--- config.mk ---
export PLATFORM = sky130hd
export DESIGN_NAME = stream_find_replace
export DESIGN_NICKNAME = d
export VERILOG_FILES = /design/src/hw/rtl/sfr_pkg.sv /design/src/hw/rtl/sfr_win_cell.sv /design/src/hw/rtl/sfr_out_cell.sv /design/src/hw/rtl/stream_find_replace.sv
export SDC_FILE = /design/constraint.sdc
export NUM_CORES = 1
export LEC_CHECK = 0
export ABC_CLOCK_PERIOD_IN_PS = 12120
export BUFFER_PORTS_ARGS = -buffer_cell sky130_fd_sc_hd__buf_2
export CAP_MARGIN = 20
export CORE_ASPECT_RATIO = 0.7
export CORE_UTILIZATION = 45
export DETAILED_ROUTE_END_ITERATION = 16
export SYNTH_ARGS = -nofsm -noshare
export SYNTH_HDL_FRONTEND = slang
export SYNTH_SLANG_ARGS = --single-unit
--- constraint.sdc ---
create_clock -name clk_i -period 12.12 [get_ports clk_i]
set_input_delay 0 -clock clk_i [delete_from_list [all_inputs] [get_ports clk_i]]
set_output_delay 0 -clock clk_i [all_outputs]
set_load 0.1 [all_outputs]
--- src/hw/rtl/sfr_pkg.sv ---
// Shared constants, register codes and cell control types for the stream
// find-and-replace block. No dependencies.
`timescale 1ns / 1ps

package sfr_pkg;

  localparam int MAX_PATTERN     = 8;
  localparam int MAX_REPLACEMENT = 8;
  localparam int LIMIT_WIDTH     = 16;

  // Longest run of results that one item can cause.
  localparam int MAX_BURST = (MAX_PATTERN > MAX_REPLACEMENT) ? MAX_PATTERN : MAX_REPLACEMENT;

  localparam int PAT_W   = MAX_PATTERN * 8;
  localparam int REPL_W  = MAX_REPLACEMENT * 8;
  localparam int PLEN_W  = $clog2(MAX_PATTERN + 1);
  localparam int RLEN_W  = $clog2(MAX_REPLACEMENT + 1);
  localparam int BURST_W = $clog2(MAX_BURST + 1);

  localparam int CFG_IDX_W  = 3;
  localparam int CFG_DATA_W = 64;

  typedef enum logic [CFG_IDX_W-1:0] {
    REG_PATTERN      = 3'd0,
    REG_PATTERN_LEN  = 3'd1,
    REG_REPLACE      = 3'd2,
    REG_REPLACE_LEN  = 3'd3,
    REG_OUTPUT_LIMIT = 3'd4
  } sfr_reg_e;

  localparam logic [LIMIT_WIDTH-1:0] LIMIT_RESET = LIMIT_WIDTH'(255);

  typedef struct packed {
    logic load;   // take a new item into the window
    logic shift;  // age out the oldest byte
  } sfr_win_ctl_t;

  typedef struct packed {
    logic load;   // take a new burst
    logic shift;  // advance the burst by one byte
  } sfr_out_ctl_t;

endpackage

--- src/hw/rtl/sfr_win_cell.sv ---
// One byte of the match window: holds a byte, compares it against its
// pattern byte and hands its new byte to its left neighbor. Uses sfr_pkg.
`timescale 1ns / 1ps

module sfr_win_cell (
  input  logic                clk_i,
  input  sfr_pkg::sfr_win_ctl_t ctl_i,
  input  logic                insert_i,
  input  logic [7:0]          data_byte_i,
  input  logic [7:0]          right_i,
  input  logic [7:0]          pat_byte_i,
  input  logic                active_i,
  output logic [7:0]          new_byte_o,
  output logic                match_o
);

  logic [7:0] byte_q;
  logic [7:0] byte_d;

  // Window contents once the incoming byte is in place.
  assign new_byte_o = insert_i ? data_byte_i : byte_q;
  assign match_o    = !active_i || (new_byte_o == pat_byte_i);

  always_comb begin
    byte_d = byte_q;
    if (ctl_i.load) begin
      byte_d = ctl_i.shift ? right_i : new_byte_o;
    end
  end

  always_ff @(posedge clk_i) begin
    byte_q <= byte_d;
  end

endmodule

--- src/hw/rtl/sfr_out_cell.sv ---
// One byte of the output burst chain: loads a burst byte or takes its
// right neighbor's byte as the chain advances. Uses sfr_pkg.
`timescale 1ns / 1ps

module sfr_out_cell (
  input  logic                  clk_i,
  input  sfr_pkg::sfr_out_ctl_t ctl_i,
  input  logic [7:0]            load_byte_i,
  input  logic [7:0]            right_i,
  output logic [7:0]            byte_o
);

  logic [7:0] byte_q;
  logic [7:0] byte_d;

  always_comb begin
    byte_d = byte_q;
    if (ctl_i.load) begin
      byte_d = load_byte_i;
    end else if (ctl_i.shift) begin
      byte_d = right_i;
    end
  end

  always_ff @(posedge clk_i) begin
    byte_q <= byte_d;
  end

  assign byte_o = byte_q;

endmodule

--- src/hw/rtl/stream_find_replace.sv ---
// Top level of the stream find-and-replace block: control, limit count,
// window cell row and output burst chain. Uses sfr_pkg, sfr_win_cell and
// sfr_out_cell.
`timescale 1ns / 1ps

// Replaces each leftmost, non-overlapping occurrence of a pattern of up to
// eight bytes in a byte stream with a replacement of zero to eight bytes.
// Bytes wait in a row of window cells, one cell per pattern byte, until
// they either complete a match or age out. Every input item loads its
// results (zero to eight bytes, or a bare end marker) into a chain of
// output cells that shifts one result per cycle toward the output port
// while out_stall_i is low. Items that cause at most one result enter one
// per cycle while the output does not stall; an item that causes more
// holds the input until the chain has delivered its results, and the next
// item enters in the cycle the last result of the previous one leaves.
// Configuration writes are taken at any time (ready stays high) but are
// meant for idle periods; writing the pattern length discards the window.

module stream_find_replace (
  input  logic                           clk_i,
  input  logic                           rst_ni,
  // configuration
  input  logic                           cfg_valid_i,
  output logic                           cfg_ready_o,
  input  logic [sfr_pkg::CFG_IDX_W-1:0]  cfg_index_i,
  input  logic [sfr_pkg::CFG_DATA_W-1:0] cfg_data_i,
  // input items
  input  logic                           in_valid_i,
  output logic                           in_stall_o,
  input  logic [7:0]                     data_byte_i,
  input  logic                           end_of_input_i,
  // result items
  output logic                           out_valid_o,
  input  logic                           out_stall_i,
  output logic [7:0]                     out_byte_o,
  output logic                           byte_present_o,
  output logic                           string_done_o,
  output logic                           run_last_o,
  output logic                           was_truncated_o
);

  localparam int MP = sfr_pkg::MAX_PATTERN;
  localparam int MR = sfr_pkg::MAX_REPLACEMENT;
  localparam int MB = sfr_pkg::MAX_BURST;
  localparam int PW = sfr_pkg::PLEN_W;
  localparam int RW = sfr_pkg::RLEN_W;
  localparam int BW = sfr_pkg::BURST_W;
  localparam int LW = sfr_pkg::LIMIT_WIDTH;

  // Configuration registers.
  logic [sfr_pkg::PAT_W-1:0]  pat_q;
  logic [PW-1:0]              plen_q;
  logic [sfr_pkg::REPL_W-1:0] repl_q;
  logic [RW-1:0]              rlen_q;
  logic [LW-1:0]              limit_q;

  // Stream state.
  logic [PW-1:0] fill_q, fill_d;
  logic [LW-1:0] count_q, count_d;
  logic          drop_q, drop_d;

  // Output burst state.
  logic [BW-1:0] rem_q, rem_d;
  logic          end_q, end_d;
  logic          trunc_q, trunc_d;
  logic          bare_q, bare_d;

  logic in_take;
  logic out_take;
  logic cfg_take;

  assign cfg_ready_o = 1'b1;
  assign cfg_take    = cfg_valid_i && cfg_ready_o;

  // Accept a new item when the burst chain is empty or its last result
  // leaves in this cycle.
  assign out_valid_o = (rem_q != '0);
  assign out_take    = out_valid_o && !out_stall_i;
  assign in_stall_o  = (rem_q != '0) && !((rem_q == BW'(1)) && out_take);
  assign in_take     = in_valid_i && !in_stall_o;

  // ---------------------------------------------------------------------
  // Window cell row
  // ---------------------------------------------------------------------
  logic          pass_mode;
  logic [PW-1:0] fill_eff;
  logic [PW-1:0] fill_inc;
  logic          win_full;
  logic          hit;
  logic [MP-1:0] match;
  logic [7:0]    win_new [MP];

  sfr_pkg::sfr_win_ctl_t win_ctl;

  assign pass_mode = (plen_q == '0);
  // Restart the window if it somehow holds a whole pattern already.
  assign fill_eff  = (fill_q >= plen_q) ? '0 : fill_q;
  assign fill_inc  = fill_eff + PW'(1);
  assign win_full  = (fill_inc == plen_q);
  assign hit       = win_full && (&match);

  assign win_ctl.load  = in_take && !pass_mode;
  assign win_ctl.shift = win_full && !hit;

  for (genvar i = 0; i < MP; i++) begin : g_win
    logic [7:0] right;
    if (i < MP - 1) begin : g_mid
      assign right = win_new[i+1];
    end else begin : g_end
      assign right = win_new[i];
    end

    sfr_win_cell u_cell (
      .clk_i       (clk_i),
      .ctl_i       (win_ctl),
      .insert_i    (fill_eff == PW'(i)),
      .data_byte_i (data_byte_i),
      .right_i     (right),
      .pat_byte_i  (pat_q[i*8 +: 8]),
      .active_i    (PW'(i) < plen_q),
      .new_byte_o  (win_new[i]),
      .match_o     (match[i])
    );
  end

  // ---------------------------------------------------------------------
  // Burst size and output limit
  // ---------------------------------------------------------------------
  logic [BW-1:0] burst_n;
  logic [LW-1:0] avail;
  logic          short;
  logic [BW-1:0] emit_n;

  always_comb begin
    if (pass_mode) begin
      burst_n = BW'(1);
    end else if (hit) begin
      burst_n = BW'(rlen_q);
    end else if (win_full) begin
      // Oldest byte ages out; at end of string flush the rest too.
      burst_n = end_of_input_i ? BW'(plen_q) : BW'(1);
    end else begin
      burst_n = end_of_input_i ? BW'(fill_inc) : '0;
    end
  end

  assign avail  = (limit_q > count_q) ? (limit_q - count_q) : '0;
  assign short  = (avail < LW'(burst_n));
  assign emit_n = short ? avail[BW-1:0] : burst_n;

  always_comb begin
    fill_d  = fill_q;
    count_d = count_q;
    drop_d  = drop_q;
    if (in_take) begin
      count_d = count_q + LW'(emit_n);
      drop_d  = drop_q || short;
      if (!pass_mode) begin
        if (hit) begin
          fill_d = '0;
        end else if (win_full) begin
          fill_d = plen_q - PW'(1);
        end else begin
          fill_d = fill_inc;
        end
      end
      // End of string: start the next one clean.
      if (end_of_input_i) begin
        fill_d  = '0;
        count_d = '0;
        drop_d  = 1'b0;
      end
    end
    if (cfg_take && (cfg_index_i == sfr_pkg::REG_PATTERN_LEN)) begin
      fill_d = '0;
    end
  end

  // ---------------------------------------------------------------------
  // Output burst chain
  // ---------------------------------------------------------------------
  sfr_pkg::sfr_out_ctl_t out_ctl;
  logic [7:0] out_cell [MB];

  assign out_ctl.load  = in_take;
  assign out_ctl.shift = out_take;

  for (genvar j = 0; j < MB; j++) begin : g_out
    logic [7:0] win_b;
    logic [7:0] repl_b;
    logic [7:0] load_b;
    logic [7:0] right;

    if (j < MP) begin : g_w
      assign win_b = win_new[j];
    end else begin : g_wz
      assign win_b = 8'h00;
    end
    if (j < MR) begin : g_r
      assign repl_b = repl_q[j*8 +: 8];
    end else begin : g_rz
      assign repl_b = 8'h00;
    end
    if (j < MB - 1) begin : g_mid
      assign right = out_cell[j+1];
    end else begin : g_end
      assign right = 8'h00;
    end

    always_comb begin
      if (pass_mode) begin
        load_b = data_byte_i;
      end else if (hit) begin
        load_b = repl_b;
      end else begin
        load_b = win_b;
      end
    end

    sfr_out_cell u_cell (
      .clk_i       (clk_i),
      .ctl_i       (out_ctl),
      .load_byte_i (load_b),
      .right_i     (right),
      .byte_o      (out_cell[j])
    );
  end

  always_comb begin
    rem_d   = rem_q;
    end_d   = end_q;
    trunc_d = trunc_q;
    bare_d  = bare_q;
    if (in_take) begin
      // Nothing to emit at end of string: send one bare end marker.
      rem_d   = (emit_n == '0) ? (end_of_input_i ? BW'(1) : '0) : emit_n;
      end_d   = end_of_input_i;
      trunc_d = drop_q || short;
      bare_d  = (emit_n == '0);
    end else if (out_take) begin
      rem_d = rem_q - BW'(1);
    end
  end

  assign out_byte_o      = bare_q ? 8'h00 : out_cell[0];
  assign byte_present_o  = !bare_q;
  assign run_last_o      = (rem_q == BW'(1));
  assign string_done_o   = end_q && run_last_o;
  assign was_truncated_o = end_q && run_last_o && trunc_q;

  // ---------------------------------------------------------------------
  // Registers
  // ---------------------------------------------------------------------
  always_ff @(posedge clk_i or negedge rst_ni) begin
    if (!rst_ni) begin
      pat_q   <= '0;
      plen_q  <= '0;
      repl_q  <= '0;
      rlen_q  <= '0;
      limit_q <= sfr_pkg::LIMIT_RESET;
    end else if (cfg_take) begin
      case (cfg_index_i)
        sfr_pkg::REG_PATTERN: begin
          pat_q <= cfg_data_i[sfr_pkg::PAT_W-1:0];
        end
        sfr_pkg::REG_PATTERN_LEN: begin
          // Saturate 4-bit lengths above the window size; upper data bits are ignored.
          plen_q <= (cfg_data_i[3:0] > 4'(MP)) ? PW'(MP) : PW'(cfg_data_i[3:0]);
        end
        sfr_pkg::REG_REPLACE: begin
          repl_q <= cfg_data_i[sfr_pkg::REPL_W-1:0];
        end
        sfr_pkg::REG_REPLACE_LEN: begin
          rlen_q <= (cfg_data_i[3:0] > 4'(MR)) ? RW'(MR) : RW'(cfg_data_i[3:0]);
        end
        sfr_pkg::REG_OUTPUT_LIMIT: begin
          limit_q <= LW'(cfg_data_i[15:0]);
        end
        default: begin
        end
      endcase
    end
  end

  always_ff @(posedge clk_i or negedge rst_ni) begin
    if (!rst_ni) begin
      fill_q  <= '0;
      count_q <= '0;
      drop_q  <= 1'b0;
      rem_q   <= '0;
      end_q   <= 1'b0;
      trunc_q <= 1'b0;
      bare_q  <= 1'b0;
    end else begin
      fill_q  <= fill_d;
      count_q <= count_d;
      drop_q  <= drop_d;
      rem_q   <= rem_d;
      end_q   <= end_d;
      trunc_q <= trunc_d;
      bare_q  <= bare_d;
    end
  end

endmodule
### Yosys cells after proc, flatten, opt, wreduce, memory -nomap -nowiden

Cells that the tools add are included.

* add/subtract/negate cells: 5
* multipliers: 0
* divide/modulo/power cells: 0
* order comparisons: 12
* equal/unequal tests: 22
* shift operators: 0
* multiplexer cells: 69
* bitwise logic cells: 0
* reductions and logical operators: 47

Operators by type and width (number)
* 2-to-1 mux 8 bit: 48
* 2-to-1 mux 4 bit: 17
* equality test 8 bit: 8
* 2-to-1 mux 16 bit: 2
* adder 16 x 4 -> 16 bit: 1
* equality test 4 x 3 -> 1 bit, second input constant: 4
* greater-than comparator 16 bit: 1
* < comparator 16 x 4 -> 1 bit: 1
* < comparator 3 x 4 -> 1 bit, first input constant: 4
* subtractor 16 bit: 1
* logical NOT 1 bit: 14
* logical NOT 4 bit: 3
* AND reduction 2 bit: 6
* logical AND 1 bit: 10
* logical OR 1 bit: 9
* equality test 4 x 1 -> 1 bit, second input constant: 2
* equality test 4 x 2 -> 1 bit, second input constant: 2
* < comparator 1 x 4 -> 1 bit, first input constant: 2
* < comparator 2 x 4 -> 1 bit, first input constant: 2
* AND reduction 8 bit: 1
* subtractor 4 x 1 -> 4 bit, second input constant: 2
* equality test 3 x 2 -> 1 bit, second input constant: 2
* adder 4 x 1 -> 4 bit, second input constant: 1
* equality test 4 bit: 1
* 9 further kinds: 11

* bits in registers: 308
* bits in latches: 0
* RAM bits: 0
* bits in read-only memories: 0
* bits of input ports: 81
* output and inout bits: 15
* word-level logic and storage cells: 183
* memories: 0

### Depth between registers and ports, before layout

* word-level depth: 15
* depth in mapped cells: 42
* depth with buffers taken out: 38

### Hierarchy

Synthesis repeated with hierarchy kept, for this count alone.

* cell total of the unflattened synthesis: 1453
* area total of the unflattened synthesis: 17611.9 um^2

By module, submodules not included
* stream_find_replace: instances 1, cells an instance 1013, area an instance 10104.7 um^2
* sfr_win_cell: instances 8, cells an instance 37, area an instance 560.5 um^2
* sfr_out_cell: instances 8, cells an instance 18, area an instance 377.9 um^2

### Least setup slack after synthesis

OpenSTA, ideal clock, no wires.

* path type: register -> register
* start point: register plen_q[2]
* end point: register count_q[14]
* setup time: 132 ps
* arrival: 8582 ps
* setup slack: 3407 ps
* cell stages (with the launch flop): 41
* buffers on the path: 4
* clock period less this slack: 8713 ps
* cells stage by stage: dfrtp_1 -> clkbuf_1 -> inv_1 -> ha_1 -> nand2_1 -> o21ai_2 -> buf_2 -> a21oi_1 -> nand2_1 -> inv_1 -> ha_1 -> clkbuf_1 -> inv_1 -> nor2_1 -> a22oi_2 -> mux2i_1 -> xnor2_1 -> nor4_1 -> [5 not listed] -> ha_1 -> a21oi_1 -> o311ai_0 -> a31oi_1 -> o2111ai_1 -> or4_1 -> nor4_1 -> a41oi_1 -> nor2_1 -> a21oi_2 -> mux2_1 -> fa_1 -> nor2b_1 -> a221oi_1 -> or3_1 -> nor4_1 -> xnor2_1 -> nor2_1

* cells in the longest elaborated chain, start to end: 14

RTL lines
* start: declaration: line stream_find_replace.sv:52 `logic [PW-1:0] plen_q;`
* start signal: assignment: line stream_find_replace.sv:268 `plen_q <= (cfg_data_i[3:0] > 4'(MP)) ? PW'(MP) : PW'(cfg_data_i[3:0]);`
* >= comparator 4 bit: line stream_find_replace.sv:97 `assign fill_eff = (fill_q >= plen_q) ? '0 : fill_q;`
* 2-to-1 mux 4 bit: line stream_find_replace.sv:97
* equality test 4 x 1 -> 1 bit (tied with other cells): line stream_find_replace.sv:116 `.insert_i (fill_eff == PW'(i)),`
* 2-to-1 mux 8 bit: line sfr_win_cell.sv:21 `assign new_byte_o = insert_i ? data_byte_i : byte_q;`
* equality test 8 bit: line sfr_win_cell.sv:22 `assign match_o = !active_i || (new_byte_o == pat_byte_i);`
* logical OR 1 bit: line sfr_win_cell.sv:22
* AND reduction 8 bit: line stream_find_replace.sv:100 `assign hit = win_full && (&match);`
* logical AND 1 bit: line stream_find_replace.sv:100
* 2-to-1 mux 4 bit: line stream_find_replace.sv:137 `end else if (hit) begin`
* 2-to-1 mux 4 bit (*): line stream_find_replace.sv:135 `if (pass_mode) begin`
* < comparator 16 x 4 -> 1 bit: line stream_find_replace.sv:148 `assign short = (avail < LW'(burst_n));`
* 2-to-1 mux 4 bit (*): line stream_find_replace.sv:149 `assign emit_n = short ? avail[BW-1:0] : burst_n;`
* adder 16 x 4 -> 16 bit (*): line stream_find_replace.sv:156 `count_d = count_q + LW'(emit_n);`
* 2-to-1 mux 16 bit (*): line stream_find_replace.sv:168 `if (end_of_input_i) begin`
* end signal: assignment: line stream_find_replace.sv:296 `count_q <= count_d;`
* end: declaration: line stream_find_replace.sv:59 `logic [LW-1:0] count_q, count_d;`

Mark *: on every way between the ends. The rest lies on a longest branch, timed or not.
A chain may end at the register's enable or synchronous reset.

### Worst setup path after layout

Ends and elaborated chain as after synthesis.

==> flow_summary.json <==
{
  "cts_setup_buffers": 0,
  "seq_area_frac_synth_pct": 46.5,
  "cp-start-kind": "flop",
  "h-tree-depth": 2,
  "synthTopCellsByCount": "nor2_1, nand2_1, dfrtp_1, mux2_2, edfxtp_1",
  "path_clk_slew_ns": 0.07,
  "synth-edff-count": 128,
  "setup_viol": 0,
  "rows": 60,
  "maxCapViolations": 0,
  "synth_area_leaders": "dfrtp_1, edfxtp_1, mux2_2, nor2_1, mux2i_1",
  "cp.arrival_ns": 11.31,
  "insertion_delay_ns": 0.54,
  "synth.most_common_cell": "nor2_1",
  "grt_pass1_wl_um": 86400,
  "peakVddDrop_mv": 0.109,
  "clock_path_buffers": 3,
  "hp-class": "in2reg",
  "port_buffers": 94,
  "die_area_um2": 40700,
  "synth.largest_area_cell": "dfrtp_1",
  "cpMostUsedCell": "nor2_1",
  "synth_cell_types": 77,
  "syn-cell-area_um2": 18000,
  "core_um2": 38900,
  "dr_total_vias": 14700,
  "worstSetupPathType": "reg2reg",
  "clock_skew_ns": 0.0247,
  "cp_num_buf_inv": 4,
  "slew_headroom_pct": 23.6,
  "min_path_cells": 5,
  "routed_wl_um": 56900,
  "power_per_cell_area_nw_per_um2": 213,
  "yosysTopAreaCellShare_pct": 24.0,
  "start_util_pct": 46.2,
  "vias_per_cell": 5.91,
  "endpoint_kind": "flop",
  "grt_max_degree": 102,
  "setup_tns_ns": 0,
  "overflow": 0,
  "cts_root_buffer": "clkbuf_16",
  "syn_avg_cell_area_um2": 9.92,
  "syn_to_final_growth_pct": 15.2,
  "drc": 0,
  "ys.flop_type": "dfrtp_1",
  "dpl_cell_area_um2": 18900,
  "final_nets": 2056,
  "gp_congestion": 0.903,
  "drt_iter0_drc": 1556,
  "synthArstFlopShare_pct": 58.4,
  "cpLargestDelayFamily": "compound AO/OA/AOI/OAI gates",
  "syn_nets": 1932,
  "p_leak_nw": 8.29,
  "wl_per_cell_um": 22.9,
  "netlist_instances": 1811,
  "cts_made_buffers": 34,
  "clock.fmax_mhz": 91.5,
  "grtUsageTotal_pct": 28.3,
  "period_minus_slack_ns": 10.93,
  "design_area_um2": 20700,
  "grt_pass1_vias": 14000,
  "slowest_stage": "a41oi_1",
  "die_width_um": 241,
  "ys_ff_latch": 308,
  "cp_max_fo": 38,
  "cts_sinks": 308,
  "first_pass_iters": 6,
  "hpwl_um": 39700,
  "fin_crit_sh_pct": 90.2,
  "fin_cells": 2487,
  "ios": 96,
  "tightest_slew_ns": 1.14,
  "antenna_found_initial": 1,
  "reg2regPathDepth": 37,
  "synth_warnings": 0,
  "dp_cells": 2354,
  "cp_num_cells": 37,
  "diodes": 0,
  "status": "completed",
  "critical_path.max_stage_delay_ns": 0.69,
  "final_hold_viol_count": 0,
  "cts_tree": "done",
  "ant_nets": 0,
  "finalMaxSlewViolations": 0,
  "die_y_um": 169,
  "drive_gt1_share_pct": 17.0,
  "required_ns": 12.50,
  "rsz0062_at_grt": "no"
}
cells by family (layout without fill, tap and decap cells):
family	count (synthesis)	after routing	share of synthesized area [%]
simple gates	557	557	13.8
compound gates	376	376	14.1
flops	308	308	46.5
mux	216	216	13.0
buf+inv	208	357	4.55
xor+xnor	105	105	5.19
fa+ha+maj	40	40	2.87
other cells	1	1	0.0209
cell usage in the layout (no fill, tap or decap), types with 16 or more instances in the layout:
cell type	synthesis	final
nor2b_1	28	27
mux2i_1	81	81
nor2_1	220	219
o22ai_1	48	48
buf_4	5	20
xnor2_1	63	63
nor4_1	16	16
a21oi_1	54	54
a221oi_1	45	45
buf_2	15	93
nand2_1	173	171
dfrtp_1	172	172
o21ai_0	91	91
dlygate4sd3_1	0	69
xor2_1	41	41
inv_1	110	110
clkbuf_16	0	35
nand3_1	21	21
ha_1	38	38
nor3_1	26	24
edfxtp_1	128	128
mux2_2	134	134
sequential cells by signal (all words and copies together), names as in the netlist:
signal,cells
fill_q,4
end_q,1
trunc_q,1
limit_q,16
rlen_q,4
pat_q,64
plen_q,4
drop_q,1
g_win.u_cell.byte_q,64
repl_q,64
g_out.u_cell.byte_o,64
bare_q,1
rem_q,4
count_q,16
path summary, 6_finish.rpt:
kind	start	to	slack, ns
max in group asynchronous	rst_ni	limit_q[0]	10.70
worst max register to register	plen_q[2]	count_q[14]	1.19
worst min register to register	end_q	end_q	0.48
worst min-delay path	cfg_index_i[2]	fill_q[1]	0.03
min in group asynchronous	rst_ni	pat_q[54]	0.13
worst max-delay path	plen_q[2]	count_q[14]	1.19
report_power, final:
part	switching [mW]	internal (mW)	leakage, nW
Clock	0.437	0.585	0.529
Sequential	0.186	1.42	3.39
Combinational	1.17	0.622	4.37
Total	1.79	2.63	8.29
timing repair:
action                                  4_1_cts  5_1_grt
endpoints found under the setup margin        0        0
hold buffers                                 69        0
resized for setup                             0        0
endpoints found under the hold margin       262        0
metrics by stage:
step | setup slack [ns] | hold WS, ns | power [mW] | util [%]
after floorplan | 3.41 | -0.296 | 2.84 | -
after global placement | 2.04 | 0.145 | 3.34 | 48.6
after detailed placement | 1.48 | 0.149 | 3.35 | 48.6
after CTS | 1.44 | 0.00815 | 4.41 | 53.1
after global routing | 0.481 | 0.0944 | 4.67 | 53.2
final | 1.19 | 0.0331 | 4.41 | 53.2
worst register-to-register path: cells and delay by family (launching register included):
kind / cells / cell delay [ns]
AOI/OAI and AO/OA: 12 / 3.74
and+or+nand+nor: 13 / 2.87
DFF: 1 / 0.51
adders and majority gates: 4 / 1.45
muxes: 2 / 0.93
xor gates and xnor gates: 2 / 0.28
buffers and inverters: 4 / 0.99
routing by layer:
metal / share of wire [%] / vias up / track usage (%)
li1: - / 6725 / -
met1: 46 / 7224 / 43.1
met2: 40 / 670 / 38.8
met3: 12 / 90 / 8.72
met4: 2.1 / 0 / 6.30
met5: 0 / - / 0
final cells by class:
cell class	instances	area [um^2]
clock buffers	50	982
clock inverters	11	86.3
fillers	3568	18200
inverters	110	413
multi-input cells	1295	8830
flip-flops and latches	308	8360
well taps	527	659
repair buffers	186	1370
No activity file was read; power rests on OpenSTA's default activity.
